**config.mk**
```make
export PLATFORM = sky130hd
export DESIGN_NAME = pareto_archive_update
export DESIGN_NICKNAME = d
export VERILOG_FILES = /design/src/rtl/core/pau_pkg.sv /design/src/rtl/core/pareto_archive_update.sv /design/src/rtl/core/pau_ram.sv /design/src/rtl/core/pau_dom_cmp.sv
export SDC_FILE = /design/constraint.sdc
export NUM_CORES = 2
export LEC_CHECK = 0
export BUFFER_PORTS_ARGS = -buffer_cell sky130_fd_sc_hd__buf_2
export CORE_ASPECT_RATIO = 1.25
export CORE_UTILIZATION = 30
export DETAILED_ROUTE_END_ITERATION = 10
export PLACE_DENSITY = 0.54
export RECOVER_POWER = 100
export SLEW_MARGIN = 20
export SYNTH_ARGS = -nofsm -noshare
export SYNTH_HDL_FRONTEND = slang
export SYNTH_MEMORY_MAX_BITS = 65536
export SYNTH_SLANG_ARGS = --single-unit
export TNS_END_PERCENT = 50
```
**constraint.sdc**
```tcl
create_clock -name clock -period 9.5 [get_ports clock]
set_input_delay 0.95 -clock clock [delete_from_list [all_inputs] [get_ports clock]]
set_output_delay 0.95 -clock clock [all_outputs]
set_load 0.1 [all_outputs]
```
**src/rtl/core/pau_pkg.sv**
```systemverilog
// ----------------------------------------------------------------------------
// pau_pkg
// Shared types, sizes and codes for the pareto archive update block.
// ----------------------------------------------------------------------------
package pau_pkg;

   localparam int ARCHIVE_DEPTH = 64;
   localparam int RULE_BITS     = 32;
   localparam int CORRECT_BITS  = 16;

   localparam int ADDR_W = $clog2(ARCHIVE_DEPTH);
   localparam int CNT_W  = $clog2(ARCHIVE_DEPTH + 1);

   typedef logic [ADDR_W-1:0] addr_type;
   typedef logic [CNT_W-1:0]  count_type;

   // low bits of the port fields that the archive keeps
   localparam logic [15:0] CORRECT_MASK =
      (CORRECT_BITS >= 16) ? 16'hFFFF : 16'((32'd1 << CORRECT_BITS) - 32'd1);
   localparam logic [31:0] RULE_MASK =
      (RULE_BITS >= 32) ? 32'hFFFF_FFFF : 32'((64'd1 << RULE_BITS) - 64'd1);

   // request opcodes
   localparam logic [1:0] OP_INSERT = 2'd0;
   localparam logic [1:0] OP_READ   = 2'd1;
   localparam logic [1:0] OP_CLEAR  = 2'd2;

   // response status codes
   localparam logic [2:0] STATUS_INSERTED = 3'd0;
   localparam logic [2:0] STATUS_REJECTED = 3'd1;
   localparam logic [2:0] STATUS_DROPPED  = 3'd2;
   localparam logic [2:0] STATUS_READ     = 3'd3;
   localparam logic [2:0] STATUS_CLEARED  = 3'd4;

   typedef struct packed {
      logic [15:0]        correct;
      logic signed [5:0]  neg_rules;
      logic signed [12:0] neg_size;
   } score_type;

   typedef struct packed {
      score_type   score;
      logic [31:0] mask;
   } entry_type;

   localparam int ENTRY_W = $bits(entry_type);

   // outcome of one dominance compare
   typedef struct packed {
      logic cand_dom;
      logic entry_dom;
   } dom_type;

   typedef enum logic [1:0] {
      ST_IDLE,
      ST_FETCH,
      ST_EVAL,
      ST_DONE
   } state_type;

   function automatic logic [6:0] sat7(input count_type v);
      if (32'(v) > 32'd127) begin
         return 7'd127;
      end
      return 7'(v);
   endfunction

endpackage

```
**src/rtl/core/pareto_archive_update.sv**
```systemverilog
// ----------------------------------------------------------------------------
// pareto_archive_update
// Archive of non-dominated candidates over three maximized objectives.
// ----------------------------------------------------------------------------
// usage
//   req_* channel carries one request: insert, read entry or clear.
//   rsp_* channel returns one response per insert, read or clear; an
//   unused opcode is taken and dropped without a response.
//   insert scans the archive from slot 0 with one shared dominance compare
//   and one ram read port: after an accept step each scanned entry is
//   fetched, then evaluated, and a finish step ends the request.
//   dominated entries are dropped while kept entries are copied down in
//   the same pass, so no second compaction pass runs. read goes through
//   accept, ram fetch and finish, with no fetch when the index is at or
//   past the count; clear goes through accept and finish.
//   req_stall is high from acceptance until the response is loaded into
//   the output register; a new request is taken while a response still
//   waits there, and its own finish waits until that register is free.
//   rsp_stall holds a valid response register unchanged.
//   reset clears the entry count and the control state; the ram keeps its
//   contents, only slots below the count are ever read.
// ----------------------------------------------------------------------------
module pareto_archive_update (
   input  logic        clock,
   input  logic        reset,
   // request channel
   input  logic        req_valid,
   output logic        req_stall,
   input  logic [1:0]  req_opcode,
   input  logic [15:0] req_score_correct,
   input  logic [5:0]  req_score_neg_rules,
   input  logic [12:0] req_score_neg_size,
   input  logic [31:0] req_rule_mask,
   input  logic [5:0]  req_read_index,
   // response channel
   output logic        rsp_valid,
   input  logic        rsp_stall,
   output logic [2:0]  rsp_status,
   output logic [6:0]  rsp_removed_count,
   output logic [6:0]  rsp_archive_count,
   output logic        rsp_read_valid,
   output logic [15:0] rsp_read_correct,
   output logic [5:0]  rsp_read_neg_rules,
   output logic [12:0] rsp_read_neg_size,
   output logic [31:0] rsp_read_mask
);
   import pau_pkg::*;

   // control state
   state_type  state_ff, state_in;
   count_type  count_ff, count_in;
   logic       rsp_valid_ff, rsp_valid_in;

   // working registers of the current request
   logic [1:0] op_ff, op_in;
   entry_type  cand_ff, cand_in;
   count_type  rd_ptr_ff, rd_ptr_in;
   count_type  wr_ptr_ff, wr_ptr_in;
   count_type  removed_ff, removed_in;
   logic       rejected_ff, rejected_in;
   logic       read_hit_ff, read_hit_in;

   // response register
   logic [2:0]  rsp_status_ff, rsp_status_in;
   logic [6:0]  rsp_removed_ff, rsp_removed_in;
   logic [6:0]  rsp_archive_ff, rsp_archive_in;
   logic        rsp_read_valid_ff, rsp_read_valid_in;
   entry_type   rsp_entry_ff, rsp_entry_in;

   // ram and compare unit
   logic       ram_wr_en;
   addr_type   ram_wr_addr;
   entry_type  ram_wr_data;
   logic       ram_rd_en;
   addr_type   ram_rd_addr;
   entry_type  ram_rd_data;
   dom_type    dom;

   // scan scratch
   count_type  new_count;
   logic       out_free;
   logic       rejected_next;

   pau_ram #(
      .WIDTH (ENTRY_W),
      .DEPTH (ARCHIVE_DEPTH)
   ) u_ram (
      .clock   (clock),
      .wr_en   (ram_wr_en),
      .wr_addr (ram_wr_addr),
      .wr_data (ram_wr_data),
      .rd_en   (ram_rd_en),
      .rd_addr (ram_rd_addr),
      .rd_data (ram_rd_data)
   );

   // the single compare unit, candidate against the entry just fetched
   pau_dom_cmp u_dom_cmp (
      .cand  (cand_ff.score),
      .entry (ram_rd_data.score),
      .dom   (dom)
   );

   always_comb begin
      state_in          = state_ff;
      count_in          = count_ff;
      rsp_valid_in      = rsp_valid_ff && rsp_stall;
      op_in             = op_ff;
      cand_in           = cand_ff;
      rd_ptr_in         = rd_ptr_ff;
      wr_ptr_in         = wr_ptr_ff;
      removed_in        = removed_ff;
      rejected_in       = rejected_ff;
      read_hit_in       = read_hit_ff;
      rsp_status_in     = rsp_status_ff;
      rsp_removed_in    = rsp_removed_ff;
      rsp_archive_in    = rsp_archive_ff;
      rsp_read_valid_in = rsp_read_valid_ff;
      rsp_entry_in      = rsp_entry_ff;

      ram_wr_en   = 1'b0;
      ram_wr_addr = wr_ptr_ff[ADDR_W-1:0];
      ram_wr_data = ram_rd_data;
      ram_rd_en   = 1'b0;
      ram_rd_addr = rd_ptr_ff[ADDR_W-1:0];

      new_count     = count_ff - removed_ff;
      out_free      = !rsp_valid_ff || !rsp_stall;
      rejected_next = rejected_ff;
      req_stall     = (state_ff != ST_IDLE);

      unique case (state_ff)
         ST_IDLE: begin
            if (req_valid) begin
               op_in                   = req_opcode;
               cand_in.score.correct   = req_score_correct & CORRECT_MASK;
               cand_in.score.neg_rules = req_score_neg_rules;
               cand_in.score.neg_size  = req_score_neg_size;
               cand_in.mask            = req_rule_mask & RULE_MASK;
               wr_ptr_in               = '0;
               removed_in              = '0;
               rejected_in             = 1'b0;
               unique case (req_opcode)
                  OP_INSERT: begin
                     rd_ptr_in = '0;
                     state_in  = (count_ff == '0) ? ST_DONE : ST_FETCH;
                  end
                  OP_READ: begin
                     // slot index reused as the read pointer
                     rd_ptr_in   = count_type'(req_read_index);
                     read_hit_in = 32'(req_read_index) < 32'(count_ff);
                     state_in    = read_hit_in ? ST_FETCH : ST_DONE;
                  end
                  OP_CLEAR: begin
                     state_in = ST_DONE;
                  end
                  default: begin
                     // unused opcode, taken and dropped
                     state_in = ST_IDLE;
                  end
               endcase
            end
         end

         ST_FETCH: begin
            ram_rd_en = 1'b1;
            state_in  = (op_ff == OP_INSERT) ? ST_EVAL : ST_DONE;
         end

         ST_EVAL: begin
            rd_ptr_in = rd_ptr_ff + count_type'(1);
            if (!rejected_ff && dom.cand_dom) begin
               // dominated entry is dropped, later entries close the gap
               removed_in = removed_ff + count_type'(1);
            end else begin
               ram_wr_en = 1'b1;
               wr_ptr_in = wr_ptr_ff + count_type'(1);
               if (!rejected_ff && dom.entry_dom) begin
                  rejected_next = 1'b1;
               end
            end
            rejected_in = rejected_next;
            // after a rejection with nothing removed the rest is already in place
            if (rejected_next && (removed_ff == '0)) begin
               state_in = ST_DONE;
            end else if (rd_ptr_in < count_ff) begin
               state_in = ST_FETCH;
            end else begin
               state_in = ST_DONE;
            end
         end

         ST_DONE: begin
            if (out_free) begin
               state_in          = ST_IDLE;
               rsp_valid_in      = 1'b1;
               rsp_removed_in    = 7'd0;
               rsp_read_valid_in = 1'b0;
               rsp_entry_in      = '0;
               unique case (op_ff)
                  OP_INSERT: begin
                     rsp_removed_in = sat7(removed_ff);
                     if (rejected_ff) begin
                        rsp_status_in = STATUS_REJECTED;
                        count_in      = new_count;
                     end else if (32'(new_count) < ARCHIVE_DEPTH) begin
                        // append behind the kept entries
                        ram_wr_en     = 1'b1;
                        ram_wr_addr   = new_count[ADDR_W-1:0];
                        ram_wr_data   = cand_ff;
                        rsp_status_in = STATUS_INSERTED;
                        count_in      = new_count + count_type'(1);
                     end else begin
                        rsp_status_in = STATUS_DROPPED;
                        count_in      = new_count;
                     end
                  end
                  OP_READ: begin
                     rsp_status_in     = STATUS_READ;
                     rsp_read_valid_in = read_hit_ff;
                     if (read_hit_ff) begin
                        rsp_entry_in = ram_rd_data;
                     end
                  end
                  default: begin
                     rsp_status_in = STATUS_CLEARED;
                     count_in      = '0;
                  end
               endcase
               rsp_archive_in = sat7(count_in);
            end
         end

         default: begin
            state_in = ST_IDLE;
         end
      endcase
   end

   // control registers
   always_ff @(posedge clock) begin
      if (reset) begin
         state_ff     <= ST_IDLE;
         count_ff     <= '0;
         rsp_valid_ff <= 1'b0;
      end else begin
         state_ff     <= state_in;
         count_ff     <= count_in;
         rsp_valid_ff <= rsp_valid_in;
      end
   end

   // payload registers
   always_ff @(posedge clock) begin
      op_ff             <= op_in;
      cand_ff           <= cand_in;
      rd_ptr_ff         <= rd_ptr_in;
      wr_ptr_ff         <= wr_ptr_in;
      removed_ff        <= removed_in;
      rejected_ff       <= rejected_in;
      read_hit_ff       <= read_hit_in;
      rsp_status_ff     <= rsp_status_in;
      rsp_removed_ff    <= rsp_removed_in;
      rsp_archive_ff    <= rsp_archive_in;
      rsp_read_valid_ff <= rsp_read_valid_in;
      rsp_entry_ff      <= rsp_entry_in;
   end

   assign rsp_valid          = rsp_valid_ff;
   assign rsp_status         = rsp_status_ff;
   assign rsp_removed_count  = rsp_removed_ff;
   assign rsp_archive_count  = rsp_archive_ff;
   assign rsp_read_valid     = rsp_read_valid_ff;
   assign rsp_read_correct   = rsp_entry_ff.score.correct;
   assign rsp_read_neg_rules = rsp_entry_ff.score.neg_rules;
   assign rsp_read_neg_size  = rsp_entry_ff.score.neg_size;
   assign rsp_read_mask      = rsp_entry_ff.mask;

endmodule

```
**src/rtl/core/pau_ram.sv**
```systemverilog
// ----------------------------------------------------------------------------
// pau_ram
// Generic single write, single read RAM with registered read data.
// ----------------------------------------------------------------------------
module pau_ram #(
   parameter int WIDTH = 8,
   parameter int DEPTH = 16
) (
   input  logic                     clock,
   input  logic                     wr_en,
   input  logic [$clog2(DEPTH)-1:0] wr_addr,
   input  logic [WIDTH-1:0]         wr_data,
   input  logic                     rd_en,
   input  logic [$clog2(DEPTH)-1:0] rd_addr,
   output logic [WIDTH-1:0]         rd_data
);

   logic [WIDTH-1:0] mem_ff [DEPTH];
   logic [WIDTH-1:0] rd_data_ff;

   always_ff @(posedge clock) begin
      if (wr_en) begin
         mem_ff[wr_addr] <= wr_data;
      end
      if (rd_en) begin
         rd_data_ff <= mem_ff[rd_addr];
      end
   end

   assign rd_data = rd_data_ff;

endmodule

```
**src/rtl/core/pau_dom_cmp.sv**
```systemverilog
// ----------------------------------------------------------------------------
// pau_dom_cmp
// Three objective dominance compare, all objectives maximized.
// ----------------------------------------------------------------------------
module pau_dom_cmp (
   input  pau_pkg::score_type cand,
   input  pau_pkg::score_type entry,
   output pau_pkg::dom_type   dom
);
   import pau_pkg::*;

   logic [2:0] gt;
   logic [2:0] lt;

   always_comb begin
      gt[0] = cand.correct > entry.correct;
      lt[0] = cand.correct < entry.correct;
      gt[1] = $signed(cand.neg_rules) > $signed(entry.neg_rules);
      lt[1] = $signed(cand.neg_rules) < $signed(entry.neg_rules);
      gt[2] = $signed(cand.neg_size) > $signed(entry.neg_size);
      lt[2] = $signed(cand.neg_size) < $signed(entry.neg_size);
      // equal scores dominate neither way
      dom.cand_dom  = (lt == 3'b000) && (gt != 3'b000);
      dom.entry_dom = (gt == 3'b000) && (lt != 3'b000);
   end

endmodule

```
### Yosys cells after proc, flatten, opt, wreduce, memory -nomap -nowiden

Memory sizes are Yosys's and may differ from the RTL's. A register that Yosys moved wholly into a read port is not among the register bits.
Cells that the tools add are included.

* flip-flop bits (word level): 187
* bits in writable memories: 4288
* output and inout port bits: 87
* memories kept: 1
* input bits: 79

Memory list
* u_ram.mem_ff: depth 64, bits a word 67, read ports 1, clocked after memory_dff 1, wr ports 1, RTL line pau_ram.sv:18 `logic [WIDTH-1:0] mem_ff [DEPTH];`

* multiplexer cells: 49
* magnitude comparators: 9
* add/subtract/negate cells: 5
* equality and inequality tests: 11
* reductions and logical operators: 30

Operators by type and width (count)
* $mux W67: 5
* $pmux W7 S2: 5
* $mux W7: 6
* $mux W6: 5
* $add A7 B1 Y7 const B: 4
* $gt A16 B16 Y1: 1
* $lt A16 B16 Y1: 1
* $mux W2: 8
* $mux W1: 15
* $logic_not A7 Y1: 2
* $gt A13 B13 Y1: 1
* $lt A13 B13 Y1: 1
* $reduce_and A3 Y1: 4
* $reduce_and A2 Y1: 5
* $ne A2 B2 Y1 const B: 4
* $pmux W2 S4: 1
* $lt A6 B7 Y1: 1
* $lt A7 B7 Y1: 1
* $lt A7 B7 Y1 const B: 1
* $sub A7 B7 Y7: 1
* $eq A2 B1 Y1 const B: 3
* $eq A2 B2 Y1 const B: 3
* $gt A6 B6 Y1: 1
* $logic_and A1 B1 Y1: 6
* 11 further kinds: 19

### Logic depth before layout (Yosys ltp)

* word-level depth: 10
* mapped depth: 14

### Hierarchy

Synthesis repeated with hierarchy kept, for this count alone.

* cells, all modules: 7827
* area total of the unflattened synthesis: 173908.0 µm²

By module, submodules not included
* pau_ram: cells each 7102, area each 164584.1 µm², instances 1, sequential area each 130775.4 µm²
* pareto_archive_update: cells each 596, area each 8393.0 µm², instances 1, sequential area each 5485.3 µm²
* pau_dom_cmp: cells each 129, area each 930.9 µm², instances 1, sequential area each 0.0 µm²

### Worst setup path after synthesis

Ideal clock, no wire load.

* kind: input port to flip-flop
* start point: input port rsp_stall
* end point: memory u_ram.mem_ff[10][0] in the netlist's numbering, enable pin
* required time: 8986 ps
* slack: 1707 ps
* stages: 8
* setup time: 514 ps
* arrival time: 7278 ps
* buffers on the path: 1
* cells stage by stage: nand2_1 nand3_1 inv_1 and3_1 buf_4 mux2i_1 nand2_1 a21oi_1

* cells in the longest elaborated chain, start to end: 6
* elaborated cells between the ends (all ways): 8
* classes of those cells: mux: 6; reduce/logical: 2

RTL lines
* start, declared: RTL line pareto_archive_update.sv:37 `input logic rsp_stall,`
* $logic_not A1 Y1 (*): RTL line pareto_archive_update.sv:128 `out_free = !rsp_valid_ff || !rsp_stall;`
* $logic_or A1 B1 Y1 (*): RTL line pareto_archive_update.sv:128
* $mux W1: RTL line pareto_archive_update.sv:194 `if (out_free) begin`
* $pmux W1 S2: RTL line pareto_archive_update.sv:132 `unique case (state_ff)`
* $mux W1: RTL line pau_ram.sv:22 `if (wr_en) begin`
* $mux W1 (not written as such): RTL line pau_ram.sv:23 `mem_ff[wr_addr] <= wr_data;`
* end, declared: RTL line pau_ram.sv:18

Every way passes the cells marked *; elsewhere a longest branch is shown, timed or not.

### Final worst setup path

* start point: register state_ff[0]
* end point: memory u_ram.mem_ff[19][30] in the netlist's numbering, enable pin

* cells in the longest elaborated chain, start to end: 4
* elaborated cells between the ends (all ways): 6
* classes of those cells: eq/ne: 2; mux: 4

RTL lines
* start, declared: RTL line pareto_archive_update.sv:50 `state_type state_ff, state_in;`
* start signal, assigned: RTL line pareto_archive_update.sv:247 `state_ff <= state_in;`
* $eq A2 B2 Y1: RTL line pareto_archive_update.sv:132
* $pmux W1 S2: RTL line pareto_archive_update.sv:132
* $mux W1: RTL line pau_ram.sv:22
* $mux W1 (not written as such): RTL line pau_ram.sv:23

Parallel ways exist; a longest one is shown, timed or not.

==> impl_metrics.yaml <==
outcome:
  outcome: "complete, but fails checks"
  violations: "capacitance limit, slew limit"
sta:
  post-route-min-period_ps: 7920
  fmax_mhz: 126
  finalHoldViolations: 0
  setup_viol: 0
  slew_headroom_pct: -171
  drv_slew: 5673
  final.setup.tns_ps: 0
  min_period_over_period_pct: 83.4
  grt_setup_unrepaired: "false"
  worst_slew_pin_slew_ps: 4070
  skew_ps: 120
floorplanning:
  start_util_pct: 30.2
  rows: 312
  die_x_um: 684
  die_h_um: 854
  core_mm2: 0.578
  die_area_mm2: 0.584
  io_pins: 166
logic_synthesis:
  synthFlopType: "edfxtp_1"
  synthesis.nets: 7827
  synth_top_area_share_pct: 78.0
  synth_adder_area_share_pct: 0.421
  ys_top_cells_by_area: "edfxtp_1 (78%), mux4_2 (14%), mux2i_1 (2.0%)"
  synth-xor-area-share_pct: 0.111
  async_flop_share_pct: 0
  synthDistinctLibCells: 67
  ys_ff_latch: 4541
  yosys_warnings: 0
  yosys.area.top_type: "edfxtp_1"
  synthSimpleGateAreaFrac_pct: 1.19
  synth-compound-area-share_pct: 2.47
  synth_mux_area_share_pct: 16.4
  syn_inst: 7690
  ys_seq_area_share_pct: 78.2
  synth-edff-count: 4531
  syn-cell-area_mm2: 0.174
  synth_top_family_by_area: "multiplexers"
  syn_area_per_cell_um2: 22.7
cts:
  cts.clk_slew.worst_paths_ps: 70
  numCtsBuffers: 412
  ctsHtreeMaxLevel: 5
  cts_root_buf: "clkbuf_16"
  cts.sinks: 4541
  cts_tree: "done"
  cts_buffer_depth: 4
  clk-insertion-delay-late_ps: 1070
worst_setup_path:
  required_ps: 10100
  rrSetupSlack_ps: 1580
  cp.arrival_ps: 8530
  worst-setup-path-type: "reg -> reg"
  critPathLaunchType: "flip-flop"
  crit_path_start: "state_ff[0]$_SDFFE_PP0P_"
  r2r-start: "state_ff[0]$_SDFFE_PP0P_"
  crit_fanout: 36
  endpoint_kind: "flip-flop"
min_path:
  min_path_type: "in -> reg"
  min_from: "req_score_correct[8]"
grt:
  track_usage_pct: 17.1
  grt_pass1_wl_um: 708000
  gr-total-overflow: 0
  antenna_found_initial: 38
  grt_pass1_vias: 86600
  grt_max_degree: 123
power:
  pwr_density_cell_mw_per_mm2: 234
  ir_drop_uv: 168
  power_leakage_nw: 60.7
job:
  maxCapViolCount: 132
drt:
  viasPerCell: 5.19
  final_antenna_net_count: 0
  routed_wl_um: 515000
  dr.pass1.iters: 6
  vias: 84000
  detail_route.drc_violations: 0
  detail_route.iter0.violations: 9014
  wl_per_cell_um: 31.8
layout:
  syn_to_final_growth_pct: 14.1
  final_util_pct: 34.4
  nFillCells: 53300
  layout.nets: 8302
  drive_above_1_share_pct: 23.7
placement:
  finalWeightedCongestion: 0.845
  hpwl_um: 297000
  numPortBuffers: 165
-- cell usage in the layout (no fill, tap or decap), drive strengths merged, types with 10 or more instances in the layout --
cell         instances
a21oi              214
and3                72
buf                220
bufinv              37
clkbuf             739
clkinv             192
clkinvlp            22
dfxtp               10
diode               15
dlygate4sd3         15
edfxtp            4531
ha                  57
inv                 70
mux2i              343
mux4              1119
nand2              223
nand3               16
nor2                49
nor3                20
o21ai              128
o221ai             168
o22ai              122
xnor2               16
-- layer usage --
layer / global-route usage (%) / up-vias / share of wire [%]
li1: - / 33700 / -
met1: 20.8 / 46500 / 38
met2: 31.2 / 3051 / 53
met3: 2.36 / 701 / 5.7
met4: 5.80 / 16 / 3.8
met5: 0 / - / 0.019
-- worst max-delay path: stages (launching register included) --
cell,delay (ps)
dfxtp_1,410
nand3_1,400
clkinvlp_2,1510
and3_1,1030
buf_4,490
mux2i_1,660
nand2_1,360
a21oi_1,290
clkbuf_1,1540
buf_4,650
-- repair_timing --
action / 4_1_cts / 5_1_grt
setup buffers: 0 / 0
hold buffers: 15 / 0
gates resized for setup: 0 / 0
hold endpoints to repair: 15 / 0
-- path summary, 6_finish.rpt --
kind / end / depth (start not counted)
min reg2reg: count_ff[3]$_SDFFE_PP0P_ / 2
min: cand_ff[59]$_DFFE_PP_ / 1
max reg2reg: u_ram.mem_ff[19][30]$_DFFE_PP_ / 9
max: u_ram.mem_ff[19][30]$_DFFE_PP_ / 9
-- synthesized netlist by cell type, drive strengths merged (4+ instances only) --
master and count:
a21oi 214, nand2 223, o22ai 122, nor2 49, or3 8, mux4 1119
inv 64, or4 4, ha 57, a31oi 6, o221ai 168, nand4 7
nand3 16, and2 5, mux2i 343, dfxtp 10, clkbuf 235, and3 72
nand3b 6, o21ai 128, nand2b 7, edfxtp 4531, o211ai 5, buf 190
nor2b 6, xor2 6, xnor2 16, nor3 20, a22o 6
-- through the flow --
step	total power (W)	setup slack, ps	area, um2	instances	hold WS, ps
finish	0.0465	1580	199000	16200	106
global route	0.0477	1440	199000	16200	61.4
CTS	0.0468	3070	200000	16200	2.31
detailed placement	0.0303	3000	187000	15400	529
global placement	0.0302	3060	187000	15400	527
floorplan	0.0275	1710	174000	7690	479
-- cell type report --
type | instances | area, um2 | area share (%)
Multi-Input combinational cell | 2660 | 36400 | 18.3
Timing Repair Buffer | 486 | 3040 | 1.53
Clock buffer | 488 | 10800 | 5.42
Antenna cell | 15 | 37.5 | 0.0189
Inverter | 64 | 250 | 0.126
Sequential cell | 4541 | 136000 | 68.5
Clock inverter | 257 | 2440 | 1.23
Tap cell | 7693 | 9630 | 4.84
-- flip-flops by register name, indices dropped and copies added, names as in the netlist, 7 cells and up --
register / count
u_ram.mem_ff: 4288
rsp_read_correct: 16
rsp_read_mask: 32
rsp_removed_count: 7
rd_ptr_ff: 7
count_ff: 7
rsp_archive_count: 7
removed_ff: 7
rsp_read_neg_size: 13
u_ram.rd_data: 67
cand_ff: 67
-- where the power goes --
| group | switching [W] | leakage, nW | internal [W] |
|---|---|---|---|
| clock network | 0.00748 | 6.44 | 0.00913 |
| registers | 0.000170 | 40.9 | 0.0234 |
| logic | 0.00435 | 13.4 | 0.00198 |
-- kinds of logic after synthesis --
family / count (synthesis)
flops: 4541
mux: 1464
compound gates: 677
buf+inv: 489
simple gates: 439
fa+ha+maj: 58
xor+xnor: 22
Power figures use the tool's default switching activity.
